### src/rtl/ata_pkg.sv
// ----------------------------------------------------------------------------
// ata_pkg
// Types, constants and the arctangent table of the tilt angle core.
// ----------------------------------------------------------------------------
package ata_pkg;

  localparam int DefIterations = 16;
  localparam int SqrtSteps     = 32;   // one root bit per cell
  localparam int CoordWidth    = 36;
  localparam int AngleWidth    = 25;   // signed Q16 degrees

  typedef logic signed [CoordWidth-1:0] coord_t;
  typedef logic signed [AngleWidth-1:0] angle_t;

  // Partial square root: remaining radicand and root bits found so far.
  typedef struct packed {
    logic [63:0] rem;
    logic [31:0] root;
  } sqrt_t;

  // Vectoring state of one angle.
  typedef struct packed {
    coord_t cx;
    coord_t cy;
    angle_t acc;
    logic   zden;   // denominator was zero, cells leave the item alone
  } cordic_t;

  // atan(2^-i) in degrees, Q16, rounded to nearest.
  function automatic angle_t atan_q16(input logic [4:0] idx);
    angle_t v;
    case (idx)
      5'd0:    v = 25'sd2949120;
      5'd1:    v = 25'sd1740967;
      5'd2:    v = 25'sd919879;
      5'd3:    v = 25'sd466945;
      5'd4:    v = 25'sd234379;
      5'd5:    v = 25'sd117304;
      5'd6:    v = 25'sd58666;
      5'd7:    v = 25'sd29335;
      5'd8:    v = 25'sd14668;
      5'd9:    v = 25'sd7334;
      5'd10:   v = 25'sd3667;
      5'd11:   v = 25'sd1833;
      5'd12:   v = 25'sd917;
      5'd13:   v = 25'sd458;
      5'd14:   v = 25'sd229;
      5'd15:   v = 25'sd115;
      5'd16:   v = 25'sd57;
      5'd17:   v = 25'sd29;
      5'd18:   v = 25'sd14;
      5'd19:   v = 25'sd7;
      5'd20:   v = 25'sd4;
      5'd21:   v = 25'sd2;
      5'd22:   v = 25'sd1;
      default: v = '0;
    endcase
    return v;
  endfunction

  // Whole degrees truncated toward zero and clamped to +-90; a zero
  // denominator gives +-90 by the numerator sign, or 0 for zero over zero.
  function automatic logic signed [7:0] angle_deg(input cordic_t c);
    angle_t           mag;
    logic [8:0]       q;
    logic [7:0]       qc;
    logic signed [7:0] r;
    mag = c.acc[AngleWidth-1] ? -c.acc : c.acc;
    q   = mag[AngleWidth-1:16];
    qc  = (q > 9'd90) ? 8'd90 : q[7:0];
    r   = c.acc[AngleWidth-1] ? -$signed(qc) : $signed(qc);
    if (c.zden) begin
      if (c.cy == '0) begin
        r = 8'sd0;
      end else if (c.cy[CoordWidth-1]) begin
        r = -8'sd90;
      end else begin
        r = 8'sd90;
      end
    end
    return r;
  endfunction

endpackage

### src/rtl/ata_cordic_cell.sv
// ----------------------------------------------------------------------------
// ata_cordic_cell
// One CORDIC vectoring rotation by atan(2^-Step), registered.
// ----------------------------------------------------------------------------
module ata_cordic_cell #(
  parameter int Step = 0
) (
  input  logic             clk,
  input  logic             en,
  input  ata_pkg::cordic_t d,
  output ata_pkg::cordic_t q
);

  ata_pkg::coord_t  dx;
  ata_pkg::coord_t  dy;
  ata_pkg::angle_t  da;
  ata_pkg::cordic_t nxt;

  assign dx = d.cy >>> Step;
  assign dy = d.cx >>> Step;
  assign da = ata_pkg::atan_q16(5'(Step));

  // Once y reaches zero the rotation stops for good.
  always_comb begin
    nxt = d;
    if (!d.zden && d.cy != '0) begin
      if (!d.cy[ata_pkg::CoordWidth-1]) begin
        nxt.cx  = d.cx + dx;
        nxt.cy  = d.cy - dy;
        nxt.acc = d.acc + da;
      end else begin
        nxt.cx  = d.cx - dx;
        nxt.cy  = d.cy + dy;
        nxt.acc = d.acc - da;
      end
    end
  end

  always_ff @(posedge clk) begin
    if (en) begin
      q <= nxt;
    end
  end

endmodule

### config.mk
export PLATFORM = sky130hd
export DESIGN_NAME = ata_cordic_cell
export DESIGN_NICKNAME = d
export VERILOG_FILES = /design/src/rtl/ata_pkg.sv /design/src/rtl/ata_cordic_cell.sv
export SDC_FILE = /design/constraint.sdc
export NUM_CORES = 1
export LEC_CHECK = 0
export ABC_AREA = 1
export BUFFER_PORTS_ARGS = -buffer_cell sky130_fd_sc_hd__buf_2
export CAP_MARGIN = 5
export CORE_ASPECT_RATIO = 2
export CORE_MARGIN = 2
export CORE_UTILIZATION = 40
export CTS_BUF_LIST = sky130_fd_sc_hd__clkbuf_16
export DETAILED_ROUTE_END_ITERATION = 6
export SETUP_SLACK_MARGIN = 0.05
export SLEW_MARGIN = 40
export SYNTH_ARGS = -nofsm -noshare
export SYNTH_HDL_FRONTEND = slang
export SYNTH_SLANG_ARGS = --single-unit
### constraint.sdc
create_clock -name clk -period 2.3 [get_ports clk]
set_clock_uncertainty 0.15 [all_clocks]
set_input_delay 0.23 -clock clk [delete_from_list [all_inputs] [get_ports clk]]
set_output_delay 0.23 -clock clk [all_outputs]
set_load 0.005 [all_outputs]
==> reports/qor.txt <==
Die Footprint: 32700 µm²
status: finished clean
Worst setup SP type: input port
Final Hold Viols: 0
RSZ-0062 raised after global routing: yes
Initial Util: 0.406
Leak: 9.54 nW
hold_sp: d[22]
pre-CTS worst setup slack: -505 ps
PortBufs: 197
routed vias: 15400
die height: 254 µm
vias in the first global route: 15500
final antenna-violating net count: 0
Synth Instances: 1917
CP Max Fanout: 7
clk slew on worst S/H paths: 70 ps
fin crit period: 2240 ps
CTS tree: yes
layout cells sized above 1: 0.358
fin. max-slew vios: 0
hold depth: 3
Core ar.: 30700 µm²
Final nets: 2776
main flop type after synthesis: edfxtp_1
largest net degree at the start of global routing: 99
CP required: 2350 ps
Synth area leader: edfxtp_1
Routed WL: 61.5 mm
All-Layer GR Usage: 0.370
Avg WL per Cell: 21.0 µm
total CTS buffers: 9
Worst slew margin: 0.530
crit path DAT: 2280 ps
biggest regs: q: 98 flops
die width: 129 µm
Final Cycle Share: 0.973
synth warn: 0
# fillers: 3044
FP Rows: 91
CTS sink count: 98
io pins: 198
Syn Nets: 2137
top post-synthesis cells by count: 553 x nand2_1, 268 x inv_1, 182 x nor2_1
DRC: 0
CTS H-tree lvls: 3
Async SR Flop Fraction: 0
clock buffer depth: 2
Seq cells post-synth: 98
Layout area overhead: 47.0%
Seq/Total Area, Yosys: 0.236
mean post-synth cell area: 6.51 µm²
max cap viols: 0
worst slew pin tran: 706 ps
max reg flops: 98
drt first-iter violations: 872
top post-synthesis cells by area: edfxtp_1 24%, nand2_1 17%, ha_1 12%
clk root buf: clkbuf_16
routed vias/inst: 5.24
Antenna diodes: 0
Worst Hold End: q[22]$_DFFE_PP_
worst min-delay path category: in -> reg
PwrDens: 457 nW/µm²
initial antenna violation count: 1
Largest Register: q
grt ovf: 0
Post-synth EDFFs: 98
Peak VDD IR: 0.373 mV
DR pass1 iterations: 6
final setup fails: 0
Worst setup EP type: flop
DP Cell Count: 2894
Post-DP HPWL: 51.5 mm
first-pass GRT wire length: 87.5 mm
Synth top area share: 0.236
Final GP Congestion: 1.08
Mapped Area: 12500 µm²
setup ws final: 62.6 ps
cell with the most instances after synthesis: nand2_1
Max Fclk: 0.447 GHz
kind of critical path: in -> reg
fin cells: 2933
final core utilization: 0.597
library cells used by synthesis: 50
## layout make-up
cell class	instances	area (µm²)	share of cell area
timing repair buffer	688	4910	0.267
clock buffer	9	225	0.0123
tap	372	465	0.0254
multi-input combinational	1470	8620	0.469
sequential	98	2940	0.160
clock inverter	7	92.6	0.00504
inverter	289	1100	0.0602
## worst max path at each step
stage / slack, ps / endpoint / cells past startpoint / start
floorplan: 140 / q[50]$_DFFE_PP_ / 13 / d[26]
detailed placement: -500 / q[40]$_DFFE_PP_ / 12 / d[37]
global placement: -620 / q[40]$_DFFE_PP_ / 12 / d[37]
finish: 60 / q[49]$_DFFE_PP_ / 13 / d[54]
CTS: 8 / q[40]$_DFFE_PP_ / 12 / d[29]
global route: -30 / q[95]$_DFFE_PP_ / 15 / d[41]
## routing by layer
metal	global-route usage	wire [µm]
met1	0.321	19100
met3	0.0457	2660
met4	0.389	7810
met5	0	13
met2	0.684	32000
## per-stage QoR
| step | total power, W | hold WS [ps] | area (µm²) | TNS (ps) |
|---|---|---|---|---|
| floorplan | 0.00424 | 179 | 12500 | 0 |
| global placement | 0.00633 | 257 | 17200 | -22820 |
| detailed placement | 0.00636 | 258 | 17200 | -23240 |
| CTS | 0.00815 | 2.40 | 17700 | 0 |
| global route | 0.00881 | 23.0 | 18400 | -54.6 |
| finish | 0.00839 | 12.0 | 18400 | 0 |
## critical path: stages
cell and delay, ps:
buf_2 130, inv_2 80, buf_4 100, nand4_1 230
nor3_2 330, nand4_2 270, nand2_4 200, buf_12 120
nor2_4 30, clkinv_4 110, buf_12 160, nor2_1 60
nor2_1 220
## power by group
part	leakage [nW]	switching, W	internal (W)	total [W]
registers	0.959	0.0000607	0.00221	0.00227
clock network	0.156	0.000855	0.000876	0.00173
logic	8.42	0.00251	0.00188	0.00439
## cell usage in the layout, fill, tap and decap left out, types with 10 or more instances in the layout
master	instances
nor2_1	159
inv_1	259
nor2_4	13
buf_2	196
o21bai_1	12
nand2_2	29
buf_4	458
nand4_1	23
inv_2	23
a21oi_2	36
clkbuf_16	10
edfxtp_1	98
xor2_1	38
buf_12	13
ha_1	94
nand3_2	10
a21oi_1	106
o21ai_1	47
nand3_1	155
nor2_2	39
o21ai_0	61
dlygate4sd3_1	18
nand2_1	532
ha_4	17
## timing repair
action | in CTS | in global routing
gates cloned | 0 | 1
buffers inserted | 0 | 4
hold endpoints to repair | 18 | 0
pin swaps | 0 | 17
gates resized for setup | 24 | 162
endpoints found under the setup margin | 30 | 52
hold buffers | 18 | 0
## kinds of logic after synthesis
family,count (synthesis),synth area share
simple gates,995,0.344
fa+ha+maj,120,0.123
flops,98,0.236
xor+xnor,44,0.0309
compound gates,311,0.142
buf+inv,349,0.124
(Power assumes the default switching activity.)
