`src/rtl/ata_pkg.sv`:
```
// ----------------------------------------------------------------------------
// ata_pkg
// Types, constants and the arctangent table of the tilt angle core.
// ----------------------------------------------------------------------------
package ata_pkg;

  localparam int DefIterations = 16;
  localparam int SqrtSteps     = 32;   // one root bit per cell
  localparam int CoordWidth    = 36;
  localparam int AngleWidth    = 25;   // signed Q16 degrees

  typedef logic signed [CoordWidth-1:0] coord_t;
  typedef logic signed [AngleWidth-1:0] angle_t;

  // Partial square root: remaining radicand and root bits found so far.
  typedef struct packed {
    logic [63:0] rem;
    logic [31:0] root;
  } sqrt_t;

  // Vectoring state of one angle.
  typedef struct packed {
    coord_t cx;
    coord_t cy;
    angle_t acc;
    logic   zden;   // denominator was zero, cells leave the item alone
  } cordic_t;

  // atan(2^-i) in degrees, Q16, rounded to nearest.
  function automatic angle_t atan_q16(input logic [4:0] idx);
    angle_t v;
    case (idx)
      5'd0:    v = 25'sd2949120;
      5'd1:    v = 25'sd1740967;
      5'd2:    v = 25'sd919879;
      5'd3:    v = 25'sd466945;
      5'd4:    v = 25'sd234379;
      5'd5:    v = 25'sd117304;
      5'd6:    v = 25'sd58666;
      5'd7:    v = 25'sd29335;
      5'd8:    v = 25'sd14668;
      5'd9:    v = 25'sd7334;
      5'd10:   v = 25'sd3667;
      5'd11:   v = 25'sd1833;
      5'd12:   v = 25'sd917;
      5'd13:   v = 25'sd458;
      5'd14:   v = 25'sd229;
      5'd15:   v = 25'sd115;
      5'd16:   v = 25'sd57;
      5'd17:   v = 25'sd29;
      5'd18:   v = 25'sd14;
      5'd19:   v = 25'sd7;
      5'd20:   v = 25'sd4;
      5'd21:   v = 25'sd2;
      5'd22:   v = 25'sd1;
      default: v = '0;
    endcase
    return v;
  endfunction

  // Whole degrees truncated toward zero and clamped to +-90; a zero
  // denominator gives +-90 by the numerator sign, or 0 for zero over zero.
  function automatic logic signed [7:0] angle_deg(input cordic_t c);
    angle_t           mag;
    logic [8:0]       q;
    logic [7:0]       qc;
    logic signed [7:0] r;
    mag = c.acc[AngleWidth-1] ? -c.acc : c.acc;
    q   = mag[AngleWidth-1:16];
    qc  = (q > 9'd90) ? 8'd90 : q[7:0];
    r   = c.acc[AngleWidth-1] ? -$signed(qc) : $signed(qc);
    if (c.zden) begin
      if (c.cy == '0) begin
        r = 8'sd0;
      end else if (c.cy[CoordWidth-1]) begin
        r = -8'sd90;
      end else begin
        r = 8'sd90;
      end
    end
    return r;
  endfunction

endpackage

```
`src/rtl/ata_sqrt_cell.sv`:
```
// ----------------------------------------------------------------------------
// ata_sqrt_cell
// One restoring square root step: decides root bit Bit and registers it.
// ----------------------------------------------------------------------------
module ata_sqrt_cell #(
  parameter int Bit = 31
) (
  input  logic           clk,
  input  logic           en,
  input  ata_pkg::sqrt_t d,
  output ata_pkg::sqrt_t q
);

  logic [63:0]    trial;
  ata_pkg::sqrt_t nxt;

  // (2*root + 2^Bit) * 2^Bit; the root has no bits at or below Bit yet.
  assign trial = (64'(d.root) << (Bit + 1)) | (64'd1 << (2 * Bit));

  always_comb begin
    nxt = d;
    if (d.rem >= trial) begin
      nxt.rem  = d.rem - trial;
      nxt.root = d.root | (32'd1 << Bit);
    end
  end

  always_ff @(posedge clk) begin
    if (en) begin
      q <= nxt;
    end
  end

endmodule

```
`config.mk`:
```
export PLATFORM = sky130hd
export DESIGN_NAME = ata_sqrt_cell
export DESIGN_NICKNAME = d
export VERILOG_FILES = /design/src/rtl/ata_pkg.sv /design/src/rtl/ata_sqrt_cell.sv
export SDC_FILE = /design/constraint.sdc
export NUM_CORES = 1
export LEC_CHECK = 0
export BUFFER_PORTS_ARGS = -buffer_cell sky130_fd_sc_hd__buf_4
export CAP_MARGIN = 30
export CORE_UTILIZATION = 40
export CTS_CLUSTER_DIAMETER = 60
export DETAILED_ROUTE_END_ITERATION = 16
export PLACE_DENSITY = 0.7
export SLEW_MARGIN = 0
export SYNTH_ARGS = -nofsm -noshare
export SYNTH_HDL_FRONTEND = slang
export SYNTH_SLANG_ARGS = --single-unit
```
`constraint.sdc`:
```
create_clock -name clk -period 3.4 [get_ports clk]
set_input_delay 0.68 -clock clk [delete_from_list [all_inputs] [get_ports clk]]
set_output_delay 0.68 -clock clk [all_outputs]
set_load 0.02 [all_outputs]
```
==> impl_metrics.json, run 1 <==
{
  "finalCritPeriodShare_pct": 93.4,
  "top_regs": "q (96)",
  "crit_type": "in -> reg",
  "final_area_sq_um": 7390,
  "cts_made_buffers": 9,
  "rsz0062_at_grt": "false",
  "top_register": "q",
  "die_x_um": 116,
  "seq_power_share_pct": 41.6,
  "clockRootBuffer": "clkbuf_16",
  "dp_hpwl_mm": 10.6,
  "worstSetupEndpointType": "flop",
  "synth.distinct_cells": 52,
  "finalSetupViolCount": 0,
  "die_h_um": 116,
  "dpl-instance-area_sq_um": 7060,
  "clkPwrFrac_pct": 31.7,
  "max_freq_mhz": 315,
  "grt_max_degree": 97,
  "slowest_delay_ns": 0.36,
  "ys_warn_count": 0,
  "synth-seq-cells": 96,
  "swShare_pct": 28.3,
  "viasPerCell": 5.08,
  "initial_core_util_pct": 41.1,
  "ir_worst_vdd_v": 0.000286,
  "synth_cells": 421,
  "gp_congestion": 0.859,
  "place_ws_ns": -0.118,
  "ys_async_sr_fraction_pct": 0,
  "wl_mm": 13.7,
  "crit_fanout": 11,
  "ant_nets": 0,
  "grt_pass1_wl_mm": 20.5,
  "syn2layout_area_growth_pct": 42.5,
  "synthMuxAreaShare_pct": 6.15,
  "fin_crit_ns": 3.18,
  "power_frac_comb_pct": 26.7,
  "dr_total_vias": 4186,
  "power.density_nw_per_um2": 477,
  "drc": 0,
  "final_common_cell": "buf_4",
  "synthAdderAreaFrac_pct": 7.87,
  "syn_area_sq_um": 5180,
  "synth_edf_count": 96,
  "grt_overflow": 0,
  "synth_top_family_by_area": "compound AO/OA/AOI/OAI gates",
  "synth-main-ff-cell": "edfxtp_1",
  "core-area_sq_um": 12600,
  "synth_xor_area_share_pct": 4.90,
  "die_area_sq_um": 13400,
  "holdBufCountCts": 0,
  "path_clk_slew_ns": 0.07,
  "cts.sink_count": 96,
  "first_pass_iters": 4,
  "layout.nets": 777,
  "synth-compound-area-share_pct": 11.9,
  "cts_tree": "done",
  "hold_violations": 0,
  "drt_iter0_drc": 260,
  "grtUsageTotal_pct": 20.2,
  "worst_slew_pin_slew_ns": 0.545,
  "wl_per_cell_um": 16.6,
  "cp_cell_sequence": "buf_4, ha_1, fa_2, nand2b_4, a21oi_1, o2111ai_1, nand2_1, a31oi_4, o21a_4, a211oi_4, buf_4, mux2_2",
  "p_switching_uw": 997,
  "drv_cap": 0,
  "internal_power_mw": 2.53,
  "tns_ns": 0,
  "layout_setup_ws_ns": 0.224,
  "layout_common_cells": "223 x buf_4, 96 x edfxtp_1, 44 x inv_1, 34 x a21oi_1, 31 x ha_1",
  "start_kind": "input port",
  "cts_setup_buffers": 0,
  "cts_max_level": 3,
  "grt_pass1_vias": 4271,
  "largest_reg_flops": 96,
  "portBuffers": 193,
  "antenna_found_initial": 0,
  "ioPinCount": 194,
  "cp_data_required_time_ns": 3.50,
  "seq_area_frac_synth_pct": 55.6,
  "fillCellCount": 1065,
  "crit_slowest_cell": "fa_2",
  "crit_top_cell": "buf_4",
  "clock_path_buffers": 2,
  "antennaDiodeCount": 0,
  "arrival_ns": 3.27,
  "status": "finished clean",
  "syn_nets": 551,
  "synth-simple-area-share_pct": 9.17,
  "slew_headroom_pct": 63.7,
  "drive_gt1_share_pct": 43.3,
  "ctsResizeCount": 0,
  "syn_area_per_cell_sq_um": 12.3,
  "p_total_mw": 3.53,
  "p_leak_nw": 3.21,
  "hold_path_class": "in -> reg",
  "rows": 41,
  "drv_slew": 0
}
[power groups by stage]
stage                     Sequential, mW  Clock (mW)  Combinational (mW)
after global placement              1.49           0               0.923
after global routing                1.48        1.18                1.01
after CTS                           1.47        1.14               0.945
after floorplan                     1.63           0               0.378
final                               1.47        1.12               0.941
after detailed placement            1.49           0               0.939
[worst paths after layout]
| check | from | to | slack [ns] | depth (start not counted) |
|---|---|---|---|---|
| min | d[30] | q[30] | 0.51 | 1 |
| max | d[0] | q[81] | 0.22 | 12 |
[layout make-up]
cell class,instances,area (sq um),area share (%)
clock buffers,9,225,3.05
clock inverters,7,103,1.39
inverters,44,165,2.24
multi-input cells,272,2100,28.4
flip-flops and latches,96,2880,39.0
well taps,172,215,2.91
repair buffers,224,1690,22.9
[Yosys cell counts (6+ instances only)]
| cell | n | area (sq um) |
|---|---|---|
| nor2_1 | 22 | 82.6 |
| a21oi_1 | 34 | 170 |
| a21o_1 | 6 | 45.0 |
| mux2_2 | 27 | 304 |
| xor2_1 | 8 | 70.1 |
| inv_1 | 44 | 165 |
| nor4_1 | 10 | 62.6 |
| xnor2_1 | 21 | 184 |
| ha_1 | 31 | 388 |
| edfxtp_1 | 96 | 2880 |
| nand2_1 | 22 | 82.6 |
| o21ai_0 | 13 | 65.1 |
| nand2b_1 | 8 | 50.1 |
| nand4_1 | 7 | 43.8 |
| nand3_1 | 6 | 30.0 |
[per-layer routing]
| metal | global-route usage, % | up-vias | wire length [um] |
|---|---|---|---|
| met5 | 0 | - | 0 |
| li1 | - | 2014 | - |
| met1 | 23.1 | 1967 | 5390 |
| met4 | 10.7 | 0 | 401 |
| met2 | 35.6 | 178 | 6810 |
| met3 | 4.08 | 27 | 1070 |
[cells by family after synthesis]
family / count (synthesis)
flip-flops: 96
AND/OR/NAND/NOR: 93
adder cells (fa/ha/maj): 32
multiplexers: 28
buffers and inverters: 53
XOR/XNOR: 29
AO/OA/AOI/OAI: 90
[per-stage QoR]
step	cells	util, %	hold slack (ns)
3_5_place_dp	808	55.9	0.865
4_1_cts	824	58.5	0.500
6_report	824	58.5	0.510
3_3_place_gp	808	55.9	0.860
2_1_floorplan	421	-	0.779
5_1_grt	824	58.5	0.498
[critical path, delay by kind of cell]
family | cells | cell delay (ns)
multiplexers | 1 | 0.36
buffers and inverters | 2 | 0.38
adder cells (fa/ha/maj) | 2 | 0.58
AO/OA/AOI/OAI | 5 | 0.95
AND/OR/NAND/NOR | 2 | 0.31
No activity file was read; power rests on OpenSTA's default activity.
==> run 2: changes to the inputs <==
--- a/config.mk
+++ b/config.mk
@@ -5,12 +5,11 @@
 export SDC_FILE = /design/constraint.sdc
 export NUM_CORES = 1
 export LEC_CHECK = 0
-export BUFFER_PORTS_ARGS = -buffer_cell sky130_fd_sc_hd__buf_4
 export CAP_MARGIN = 30
 export CORE_UTILIZATION = 40
 export CTS_CLUSTER_DIAMETER = 60
 export DETAILED_ROUTE_END_ITERATION = 16
-export PLACE_DENSITY = 0.7
+export DONT_BUFFER_PORTS = 1
 export SLEW_MARGIN = 0
 export SYNTH_ARGS = -nofsm -noshare
 export SYNTH_HDL_FRONTEND = slang
==> run 2 against run 1 <==
Compared with the run above: via count decreased by 20%; worst hold slack got worse by 0.084 ns; flip-flop and latch count unchanged; global-route usage decreased by 2.2 points; cell area decreased by 21%; wire length decreased by 13%; sequential power increased by 10%; final cell count decreased by 24%; worst setup slack improved by 0.094 ns; non-clock buffer count decreased by 201; critical path type unchanged.
==> impl_metrics.json, run 2 (synthesis results as in run 1) <==
{
  "crit_type": "in -> reg",
  "cts_made_buffers": 9,
  "cp_cell_sequence": "inv_1, ha_1, fa_2, nand2b_4, a21oi_1, o2111ai_1, nand2_1, a31oi_4, o21a_4, a211oi_4, buf_12, mux2_2",
  "multi_input_area_sq_um": 2100,
  "die_h_um": 116,
  "cts_tree": "done",
  "first_pass_iters": 6,
  "hold_violations": 0,
  "cp_data_required_time_ns": 3.50,
  "drv_cap": 0,
  "ant_nets": 0,
  "hold_path_class": "in -> reg",
  "fillCellCount": 1178,
  "core-area_sq_um": 12600,
  "viasPerCell": 5.35,
  "ir_worst_vdd_v": 0.000193,
  "ctsResizeCount": 0,
  "drive_gt1_share_pct": 18.0,
  "path_clk_slew_ns": 0.07,
  "final_cells": 623,
  "largest_reg_flops": 96,
  "slowest_delay_ns": 0.37,
  "drc": 0,
  "worstSetupEndpointType": "flop",
  "portBuffers": 0,
  "grt_pass1_wl_mm": 18.0,
  "cts_setup_buffers": 0,
  "dp_hpwl_mm": 9.36,
  "crit_fanout": 18,
  "antennaDiodeCount": 0,
  "whs_ns": 0.426,
  "finalCritPeriodShare_pct": 90.6,
  "clock_path_buffers": 2,
  "top_regs": "q (96)",
  "holdBufCountCts": 0,
  "wl_per_cell_um": 19.0,
  "arrival_ns": 3.18,
  "power.density_nw_per_um2": 538,
  "max_freq_mhz": 325,
  "status": "finished clean",
  "ioPinCount": 194,
  "fin_crit_ns": 3.08,
  "worst-path-buf-inv": 2,
  "place_inst": 607,
  "crit_slowest_cell": "fa_2",
  "p_total_mw": 3.16,
  "register_area_sq_um": 2880,
  "die_x_um": 116,
  "start_kind": "input port",
  "grt_overflow": 0,
  "cpLargestDelayFamily": "compound AO/OA/AOI/OAI gates",
  "rows": 41,
  "grt_pass1_vias": 3456,
  "drv_slew": 0,
  "p_leak_nw": 2.23,
  "antenna_found_initial": 0,
  "syn2layout_area_growth_pct": 13.2,
  "drt_iter0_drc": 231,
  "cts.sink_count": 96,
  "postLayoutCoreUtil_pct": 46.5,
  "dr_total_vias": 3336,
  "grt_max_degree": 97,
  "die_area_sq_um": 13400,
  "rsz0062_at_grt": "false",
  "final_common_cell": "edfxtp_1",
  "gp_congestion": 0.871,
  "grtUsageTotal_pct": 18.0,
  "initial_core_util_pct": 41.1,
  "layout_common_cells": "96 x edfxtp_1, 44 x inv_1, 34 x a21oi_1, 31 x ha_1, 27 x mux2_2",
  "clockRootBuffer": "clkbuf_16",
  "layout.nets": 576,
  "slew_headroom_pct": 68.3,
  "worst_slew_pin_slew_ns": 0.470,
  "cts_max_level": 3,
  "top_register": "q",
  "wl_mm": 11.9,
  "finalSetupViolCount": 0
}
run 2: area by class of cell:
| type | instances | area share [%] |
|---|---|---|
| sequential | 96 | 49.1 |
| multi-input combinational | 272 | 35.8 |
| clock buffer | 9 | 3.84 |
| tap | 172 | 3.67 |
| timing repair buffer | 23 | 3.37 |
| inverter | 44 | 2.82 |
| clock inverter | 7 | 1.34 |
run 2: worst paths after layout:
kind              start    end  slack, ns  cells past startpoint
hold / removal    d[13]  q[13]       0.43                      0
setup / recovery  d[64]  q[81]       0.32                     12
run 2: where the power goes:
part | switching (mW) | internal, mW
logic | 0.257 | 0.243
clock network | 0.455 | 0.578
registers | 0.180 | 1.44
run 2: routing by layer:
metal | GRT usage (%) | share of wire [%] | up-vias
met5 | 0 | 0 | -
met3 | 7.22 | 11 | 9
li1 | - | - | 1611
met2 | 31.2 | 49 | 148
met1 | 20.4 | 40 | 1568
met4 | 5.13 | 1.1 | 0
run 2: per-stage QoR:
step                      setup TNS, ns  setup WS, ns  cell area [sq um]
final                                 0         0.319               5870
after floorplan                       0       0.00905               5210
after detailed placement          -1.11       -0.0599               5560
after CTS                             0         0.296               5870
after global placement        -0.000508     -0.000508               5560
after global routing                  0         0.183               5870
